$ cat config.mk
export PLATFORM = sky130hd
export DESIGN_NAME = vtdt_hash
export DESIGN_NICKNAME = d
export VERILOG_FILES = /design/src/rtl/assert_macros.svh /design/src/rtl/vtdt_pkg.sv /design/src/rtl/vtdt_hash.sv
export SDC_FILE = /design/constraint.sdc
export NUM_CORES = 2
export LEC_CHECK = 0
export ABC_AREA = 1
export BUFFER_PORTS_ARGS = -buffer_cell sky130_fd_sc_hd__buf_2
export CAP_MARGIN = 10
export CORE_MARGIN = 1
export CORE_UTILIZATION = 50
export CTS_CLUSTER_SIZE = 8
export DETAILED_ROUTE_END_ITERATION = 10
export GPL_ROUTABILITY_DRIVEN = 1
export HOLD_SLACK_MARGIN = 0.05
export PLACE_DENSITY = 0.66
export SLEW_MARGIN = 20
export SYNTH_ARGS = -nofsm -noshare
export SYNTH_HDL_FRONTEND = slang
export SYNTH_SLANG_ARGS = --single-unit
$ cat constraint.sdc
create_clock -name clock -period 13.25 [get_ports clock]
set_input_delay 1.325 -clock clock [delete_from_list [all_inputs] [get_ports clock]]
set_output_delay 1.325 -clock clock [all_outputs]
set_load 0.01 [all_outputs]
$ cat src/rtl/assert_macros.svh
// Assertion macros shared by the dedup table RTL.
// Included by modules that carry concurrent checks; no other dependencies.
`ifndef ASSERT_MACROS_SVH
`define ASSERT_MACROS_SVH
`ifndef SYNTHESIS
// cond must hold on every cycle out of reset
`define VTDT_ASSERT_ALWAYS(lbl, clk, rst, cond) \
   lbl: assert property (@(posedge clk) disable iff (rst) (cond)) \
      else $error("vtdt: invariant violated");
// same-cycle implication
`define VTDT_ASSERT_IMPLY(lbl, clk, rst, ante, cons) \
   lbl: assert property (@(posedge clk) disable iff (rst) (ante) |-> (cons)) \
      else $error("vtdt: implication violated");
// next-cycle implication
`define VTDT_ASSERT_NEXT(lbl, clk, rst, ante, cons) \
   lbl: assert property (@(posedge clk) disable iff (rst) (ante) |=> (cons)) \
      else $error("vtdt: next-cycle implication violated");
`else
`define VTDT_ASSERT_ALWAYS(lbl, clk, rst, cond)
`define VTDT_ASSERT_IMPLY(lbl, clk, rst, ante, cons)
`define VTDT_ASSERT_NEXT(lbl, clk, rst, ante, cons)
`endif
`endif

$ cat src/rtl/vtdt_pkg.sv
// Types and constants for the vertex triple dedup table.
// No dependencies; imported by every module of the block.
`timescale 1ns / 1ps

package vtdt_pkg;

   // result field layout
   localparam int VERTEX_W = 11;
   localparam int RSP_DW   = 16;

   // request kinds carried on req_tuser
   localparam logic MODE_LOOKUP = 1'b0;
   localparam logic MODE_CLEAR  = 1'b1;

   // result status codes
   localparam logic STATUS_OK   = 1'b0;
   localparam logic STATUS_FULL = 1'b1;

   // hash multipliers
   localparam logic [63:0] MUL_POS = 64'h9E3779B97F4A7C15;
   localparam logic [63:0] MUL_UV  = 64'hC2B2AE3D27D4EB4F;
   localparam logic [63:0] MUL_NRM = 64'h165667B19E3779F9;
   localparam logic [63:0] MUL_FIN = 64'hD6E8FEB86659FD93;

   // hash sequencer steps; each multiply step names the multiply issued in that cycle
   typedef enum logic [3:0] {
      HS_P_LO,
      HS_P_HI,
      HS_T_LO,
      HS_T_HI,
      HS_N_LO,
      HS_N_HI,
      HS_N_ADD,
      HS_FOLD,
      HS_F_LL,
      HS_F_LH,
      HS_F_HL,
      HS_FINAL
   } hstep_type;

   typedef enum logic [2:0] {
      ST_CLEAR,
      ST_IDLE,
      ST_HASH,
      ST_SLOT_CHK,
      ST_KEY_CHK,
      ST_DONE
   } vtdt_state_type;

   typedef struct packed {
      logic slot_rd;
      logic slot_wr;
      logic key_rd;
      logic key_wr;
   } store_ctl_type;

endpackage

$ cat src/rtl/vtdt_hash.sv
// Iterative triple hash: one shared 32x32 multiplier under a 12-step sequencer.
// Depends on vtdt_pkg (multiplier constants, step enum).
`timescale 1ns / 1ps

module vtdt_hash import vtdt_pkg::*; #(
   parameter int INDEX_WIDTH = 24,
   parameter int SLOT_AW     = 12
) (
   input  logic                   clock,
   input  logic                   reset,
   input  logic                   start,
   input  logic [INDEX_WIDTH-1:0] pos,
   input  logic [INDEX_WIDTH-1:0] uv,
   input  logic [INDEX_WIDTH-1:0] nrm,
   output logic                   done,
   output logic [SLOT_AW-1:0]     slot
);

   logic            busy_ff, busy_in;
   hstep_type       step_ff, step_in;
   logic [31:0]     p_ff, t_ff, n_ff;
   logic [31:0]     p_in, t_in, n_in;
   logic [63:0]     prod_ff, prod_in;
   logic [63:0]     term_ff, term_in;
   logic [63:0]     h_ff, h_in;
   logic [31:0]     mul_a, mul_b;
   logic [31:0]     fin_hi;
   logic [63:0]     h_mix;

   // full 64-bit product mod 2^64: low product plus low half of high product, shifted
   assign h_mix  = h_ff ^ {term_ff[63:32] + prod_ff[31:0], term_ff[31:0]};
   assign fin_hi = term_ff[63:32] + prod_ff[31:0];
   assign done   = busy_ff && (step_ff == HS_FINAL);
   assign slot   = SLOT_AW'(term_ff[31:0] ^ fin_hi);

   // next step
   always_comb begin
      busy_in = busy_ff;
      step_in = step_ff;
      if (!busy_ff) begin
         if (start) begin
            busy_in = 1'b1;
            step_in = HS_P_LO;
         end
      end else begin
         case (step_ff)
            HS_P_LO:  step_in = HS_P_HI;
            HS_P_HI:  step_in = HS_T_LO;
            HS_T_LO:  step_in = HS_T_HI;
            HS_T_HI:  step_in = HS_N_LO;
            HS_N_LO:  step_in = HS_N_HI;
            HS_N_HI:  step_in = HS_N_ADD;
            HS_N_ADD: step_in = HS_FOLD;
            HS_FOLD:  step_in = HS_F_LL;
            HS_F_LL:  step_in = HS_F_LH;
            HS_F_LH:  step_in = HS_F_HL;
            HS_F_HL:  step_in = HS_FINAL;
            HS_FINAL: begin
               step_in = HS_P_LO;
               busy_in = 1'b0;
            end
            default:  step_in = HS_P_LO;
         endcase
      end
   end

   // multiplier operands and accumulation
   always_comb begin
      mul_a   = '0;
      mul_b   = '0;
      p_in    = p_ff;
      t_in    = t_ff;
      n_in    = n_ff;
      term_in = term_ff;
      h_in    = h_ff;
      case (step_ff)
         HS_P_LO: begin
            mul_a = p_ff;
            mul_b = MUL_POS[31:0];
         end
         HS_P_HI: begin
            mul_a = p_ff;
            mul_b = MUL_POS[63:32];
         end
         HS_T_LO: begin
            mul_a = t_ff;
            mul_b = MUL_UV[31:0];
         end
         HS_T_HI: begin
            mul_a = t_ff;
            mul_b = MUL_UV[63:32];
         end
         HS_N_LO: begin
            mul_a = n_ff;
            mul_b = MUL_NRM[31:0];
         end
         HS_N_HI: begin
            mul_a = n_ff;
            mul_b = MUL_NRM[63:32];
         end
         HS_F_LL: begin
            mul_a = h_ff[31:0];
            mul_b = MUL_FIN[31:0];
         end
         HS_F_LH: begin
            mul_a = h_ff[31:0];
            mul_b = MUL_FIN[63:32];
         end
         HS_F_HL: begin
            mul_a = h_ff[63:32];
            mul_b = MUL_FIN[31:0];
         end
         default: begin
            mul_a = '0;
            mul_b = '0;
         end
      endcase

      if (!busy_ff) begin
         if (start) begin
            p_in = 32'(pos);
            t_in = 32'(uv);
            n_in = 32'(nrm);
            h_in = '0;
         end
      end else begin
         case (step_ff)
            HS_P_HI, HS_T_HI, HS_N_HI, HS_F_LH: term_in = prod_ff;
            HS_T_LO, HS_N_LO, HS_N_ADD:        h_in    = h_mix;
            HS_FOLD:  h_in = {h_ff[63:32], h_ff[31:0] ^ h_ff[63:32]};
            HS_F_HL:  term_in = {fin_hi, term_ff[31:0]};
            default:  h_in = h_ff;
         endcase
      end
   end

   assign prod_in = 64'(mul_a) * 64'(mul_b);

   always_ff @(posedge clock) begin
      if (reset) begin
         busy_ff <= 1'b0;
         step_ff <= HS_P_LO;
      end else begin
         busy_ff <= busy_in;
         step_ff <= step_in;
      end
   end

   always_ff @(posedge clock) begin
      p_ff    <= p_in;
      t_ff    <= t_in;
      n_ff    <= n_in;
      prod_ff <= prod_in;
      term_ff <= term_in;
      h_ff    <= h_h_sel(h_in);
   end

   function automatic logic [63:0] h_h_sel(input logic [63:0] v);
      h_h_sel = v;
   endfunction

endmodule

* Word-level counts from Yosys, hierarchy flattened
Cells that the tools add are included.
Word-level totals: RAM bits 0, bits in read-only memories 0, register bits 269, memories 0, bits in latches 0, output and inout port bits 13
Operators by class: $add $sub $neg 1, div/mod/pow operators 0, bitwise gates (word level) 5, shift-type cells 0, $lt $le $gt $ge 0, equality and inequality tests 14, reduce and logical (&&, ||, !) cells 16, multiply operators 1, muxes and demuxes 12
Operators by type and width (number):
- 32-bit one-hot mux with 8 select lines | 1
- 64-bit one-hot mux with 2 select lines | 2
- 32-bit one-hot mux with 5 select lines | 1
- 64-bit two-way mux | 2
- 32-bit by 32-bit multiplier with 64-bit output | 1
- 64-bit bitwise XOR | 1
- 4-bit one-hot mux with 11 select lines | 1
- 32-bit adder | 1
- 32-bit bitwise XOR | 1
- 4-bit by 3-bit == test with 1-bit output (second input constant) | 4
- 4-bit == test (second input constant) | 4
- 12-bit bitwise XOR | 1
- 2-bit OR reduction | 5
- 4-bit by 2-bit == test with 1-bit output (second input constant) | 2
- 4-bit two-way mux | 2
- 2-bit AND reduction | 3
- 3-bit AND reduction | 2
- 4-bit by 1-bit == test with 1-bit output (second input constant) | 1
- 4-bit zero test | 1
- 2-bit nonzero test | 2
- 4-bit OR reduction | 1
- 1-bit two-way mux | 3
- 3-bit by 1-bit != test with 1-bit output (second input constant) | 1
- 3-bit OR reduction | 1
- other kinds (4) | 5

* Longest topological paths before layout
word-level depth 4, depth in mapped cells 42

* Least setup slack after synthesis
OpenSTA, ideal clock, no wires.
kind register to register, start register step_ff[1], end register prod_ff[62], data required time 13.138 ns, period minus slack after synthesis 7.154 ns, setup slack 6.096 ns, stages on the path, launching flop included 35, data arrival time 7.042 ns, cells stage by stage dfxtp_1 -> buf_4 -> inv_4 -> nor2_2 -> inv_1 -> nor2_4 -> inv_2 -> buf_6 -> o22ai_4 -> inv_2 -> nor2_2 -> inv_1 -> fa_1 -> inv_1 -> fa_1 -> inv_1 -> fa_1 -> fa_1 -> inv_1 -> fa_1 -> fa_1 -> fa_1 -> inv_1 -> fa_1 -> inv_1 -> ha_1 -> nand2_1 -> nor2_1 -> inv_1 -> nor3_1 -> nand2_1 -> nor2_1 -> nand2_1 -> nand3_1 -> nand2_1
Between the ends: word-level cells in the longest chain between the ends 4
RTL lines:
- start: declaration | line vtdt_hash.sv:20 | hstep_type step_ff, step_in;
- start signal: assignment | line vtdt_hash.sv:145 | step_ff <= step_in;
- 4-bit == test (tied with other cells) | line vtdt_hash.sv:76 | case (step_ff)
- 2-bit OR reduction (no source line)
- 32-bit one-hot mux with 8 select lines / 32-bit one-hot mux with 5 select lines (equally long branches) | line vtdt_hash.sv:76
- 32-bit by 32-bit multiplier with 64-bit output (*) | line vtdt_hash.sv:137 | assign prod_in = 64'(mul_a) * 64'(mul_b);
- named net prod_in[62] | line vtdt_hash.sv:23 | logic [63:0] prod_ff, prod_in;
- end signal: assignment | line vtdt_hash.sv:153 | prod_ff <= prod_in;
- end: declaration | line vtdt_hash.sv:23
The timed path passes the listed nets; every way through them passes the cells marked *. A chain may end at the register's enable or synchronous reset.

* Final worst setup path
Ends and elaborated chain as after synthesis.

==> reports/qor.txt <==
Tmin final - 10500 ps
Status - finished, final reports clean
Distinct cells, synth - 47
Placed insts - 6674
Hold Crit Class - reg -> reg
Dpl hpwl - 126 mm
Top cell type's share of synthesized area - 0.392
Slew @ Worst Pin - 1040 ps
Largest net degree at the start of global routing - 73
MaxCap Viol Count - 0
Synthesized cell area - 45800 um^2
Drt via density - 5.38
Post-synth top area cell - fa_1
Period utilisation layout - 0.793
Max clock buf depth - 3
EDFF count, synth - 200
Highest-delay cell along the critical path - clkinv_2
Final Skew - 24.1 ps
Final #Nets - 6805
Reg clk slew, reported paths - 60 ps
# DRC - 0
Worst Reg-to-Reg Cells - 32
CORE AREA - 90300 um^2
RSZ-0062 raised after global routing - no
Synth Area per Inst - 8.38 um^2
Asr flop ratio synth - 0
Pre-Repair DR Iteration Count - 5
FILL cells - 8498
Sequential area share after synthesis - 0.161
Critical Path End Type - flip-flop
Worst rel slew slack - 0.308
Hold Fails Final Rpt - 0
Total number of vias - 36.3k
Area growth from synthesis to layout - 6.52%
Layout Cells excl Fill - 6747
Hold Buf Count CTS - 0
Synth Instances - 5464
Final ANT Viol Nets - 0
Iter 0 DRT Violations - 3759
Gpl congestion - 1.06
Setup Viol. Count Final - 0
Area contributors post-synth - fa_1 39%, edfxtp_1 13%, inv_1 11%
CP required - 13680 ps
Die width - 305 um
Max incr delay on CP - 650 ps
Die area - 92800 um^2
Drt wl/cell - 22.1 um
Clk sink count - 269
FMAX - 0.0952 GHz
Initial antenna violation count - 4
IO buf count - 87
H-tree depth - 2
Share of cells above drive strength 1 - 0.0530
Row count - 110
Critical path type - reg -> reg
Final slew viol count - 0
Worst skew pair latency - 550 ps
First-pass GRT wire length - 229 mm
Dpl cell area - 47600 um^2
Initial core utilization - 0.507
Hold Path Depth - 2
Yosys reg bits - 269
TNS Setup - 0 ps
Clock root buffer master - clkbuf_16
Design area - 48800 um^2
Vias in the first global route - 36.4k
Worst-path fanout max - 60
Gr usage total - 0.330
Ys flop type - edfxtp_1
CTS buffer count - 39
Die Ht - 305 um
CP Launch Type - flip-flop
Worst path arrival time - 10930 ps
YS warnings - 0
Total wire length after detailed routing - 149 mm
CTS tree - yes
Setup bufs post-CTS - 0
WHS - 504 ps
CTS-repair resized insts - 0
IO Count - 88
Grt ovf - 0
CP dominant cell by count - fa_1
## synth_stat cells, drive strengths merged (7+ instances only)
cell,instances
xnor2,9
clkinv,9
o21ai,140
xor2,57
nand3,136
nor3,19
a21oi,155
inv,1407
clkbuf,67
o21bai,11
and2,7
nor2,762
nand2,1055
buf,80
ha,294
dfxtp,69
fa,897
a221oi,8
nand4,13
edfxtp,200
a22o,10
o22ai,40
## layer usage
metal / track usage / wire length [um] / vias to the layer above
li1: - / - / 16200
met5: 0 / 13 / -
met3: 0.0660 / 16000 / 268
met1: 0.480 / 62700 / 18100
met4: 0.0787 / 4110 / 2
met2: 0.508 / 66600 / 1772
## critical path: cells and delay by family, from the launching register on
kind	cells	cell delay (ps)
flip-flops	1	560
buffers and inverters	11	2670
AO/OA/AOI/OAI	1	350
adder cells (fa/ha/maj)	9	4570
AND/OR/NAND/NOR	11	2130
## state kept, by name (all words and copies together), names as in the netlist
register	count
prod_ff	64
h_ff	64
busy_ff	1
t_ff	24
term_ff	64
p_ff	24
step_ff	4
n_ff	24
## layout by cell type, fill, tap and decap left out, types with 9 or more instances in the layout
| cell type | n |
|---|---|
| inv_1 | 1368 |
| nand2_1 | 1042 |
| fa_1 | 897 |
| nor2_1 | 717 |
| ha_1 | 294 |
| edfxtp_1 | 200 |
| a21oi_1 | 153 |
| nand3_1 | 136 |
| o21ai_0 | 127 |
| buf_2 | 87 |
| dfxtp_1 | 69 |
| xor2_1 | 57 |
| conb_1 | 48 |
| buf_4 | 48 |
| clkbuf_16 | 39 |
| inv_2 | 36 |
| o22ai_1 | 32 |
| clkbuf_1 | 30 |
| nor2_2 | 29 |
| nor3_1 | 16 |
| nor2_4 | 14 |
| nand4_1 | 13 |
| o21ai_1 | 12 |
| o21bai_1 | 11 |
| a22o_1 | 10 |
| nand2_2 | 9 |
| clkinv_1 | 9 |
| xnor2_1 | 9 |
## area by class of cell
class	instances	area, um^2	area share
clock inverters	3	52.6	0.00108
diodes	1	2.50	0.0000513
multi-input cells	3678	32600	0.669
repair buffers	135	796	0.0163
clock buffers	69	1090	0.0223
inverters	1416	5320	0.109
flip-flops and latches	269	7390	0.151
well taps	1176	1470	0.0302
## final timing paths
| path | start | end | slack (ps) |
|---|---|---|---|
| setup / recovery | step_ff[1] | prod_ff[62] | 2750 |
| hold / removal | prod_ff[57] | term_ff[57] | 500 |
| setup reg to reg | step_ff[1] | prod_ff[62] | 2750 |
| hold reg to reg | prod_ff[57] | term_ff[57] | 500 |
## through the flow
stage,worst slack (ps),utilization
floorplan,6100,-
global placement,3010,0.527
global route,2260,0.540
CTS,2900,0.540
finish,2750,0.540
detailed placement,2950,0.527
## kinds of logic (layout without fill, tap and decap cells)
| logic type | count (synthesis) | count (layout) | share of synthesized area |
|---|---|---|---|
| AND/OR/NAND/NOR | 2001 | 2001 | 0.175 |
| buffers and inverters | 1563 | 1623 | 0.131 |
| adder cells (fa/ha/maj) | 1191 | 1191 | 0.473 |
| AO/OA/AOI/OAI | 372 | 372 | 0.0473 |
| flip-flops | 269 | 269 | 0.161 |
| XOR/XNOR | 66 | 66 | 0.0126 |
| other | 2 | 49 | 0.000164 |
Power is not shown: default switching activity piles up to over one toggle a cycle in this logic, so the estimate is an artifact.
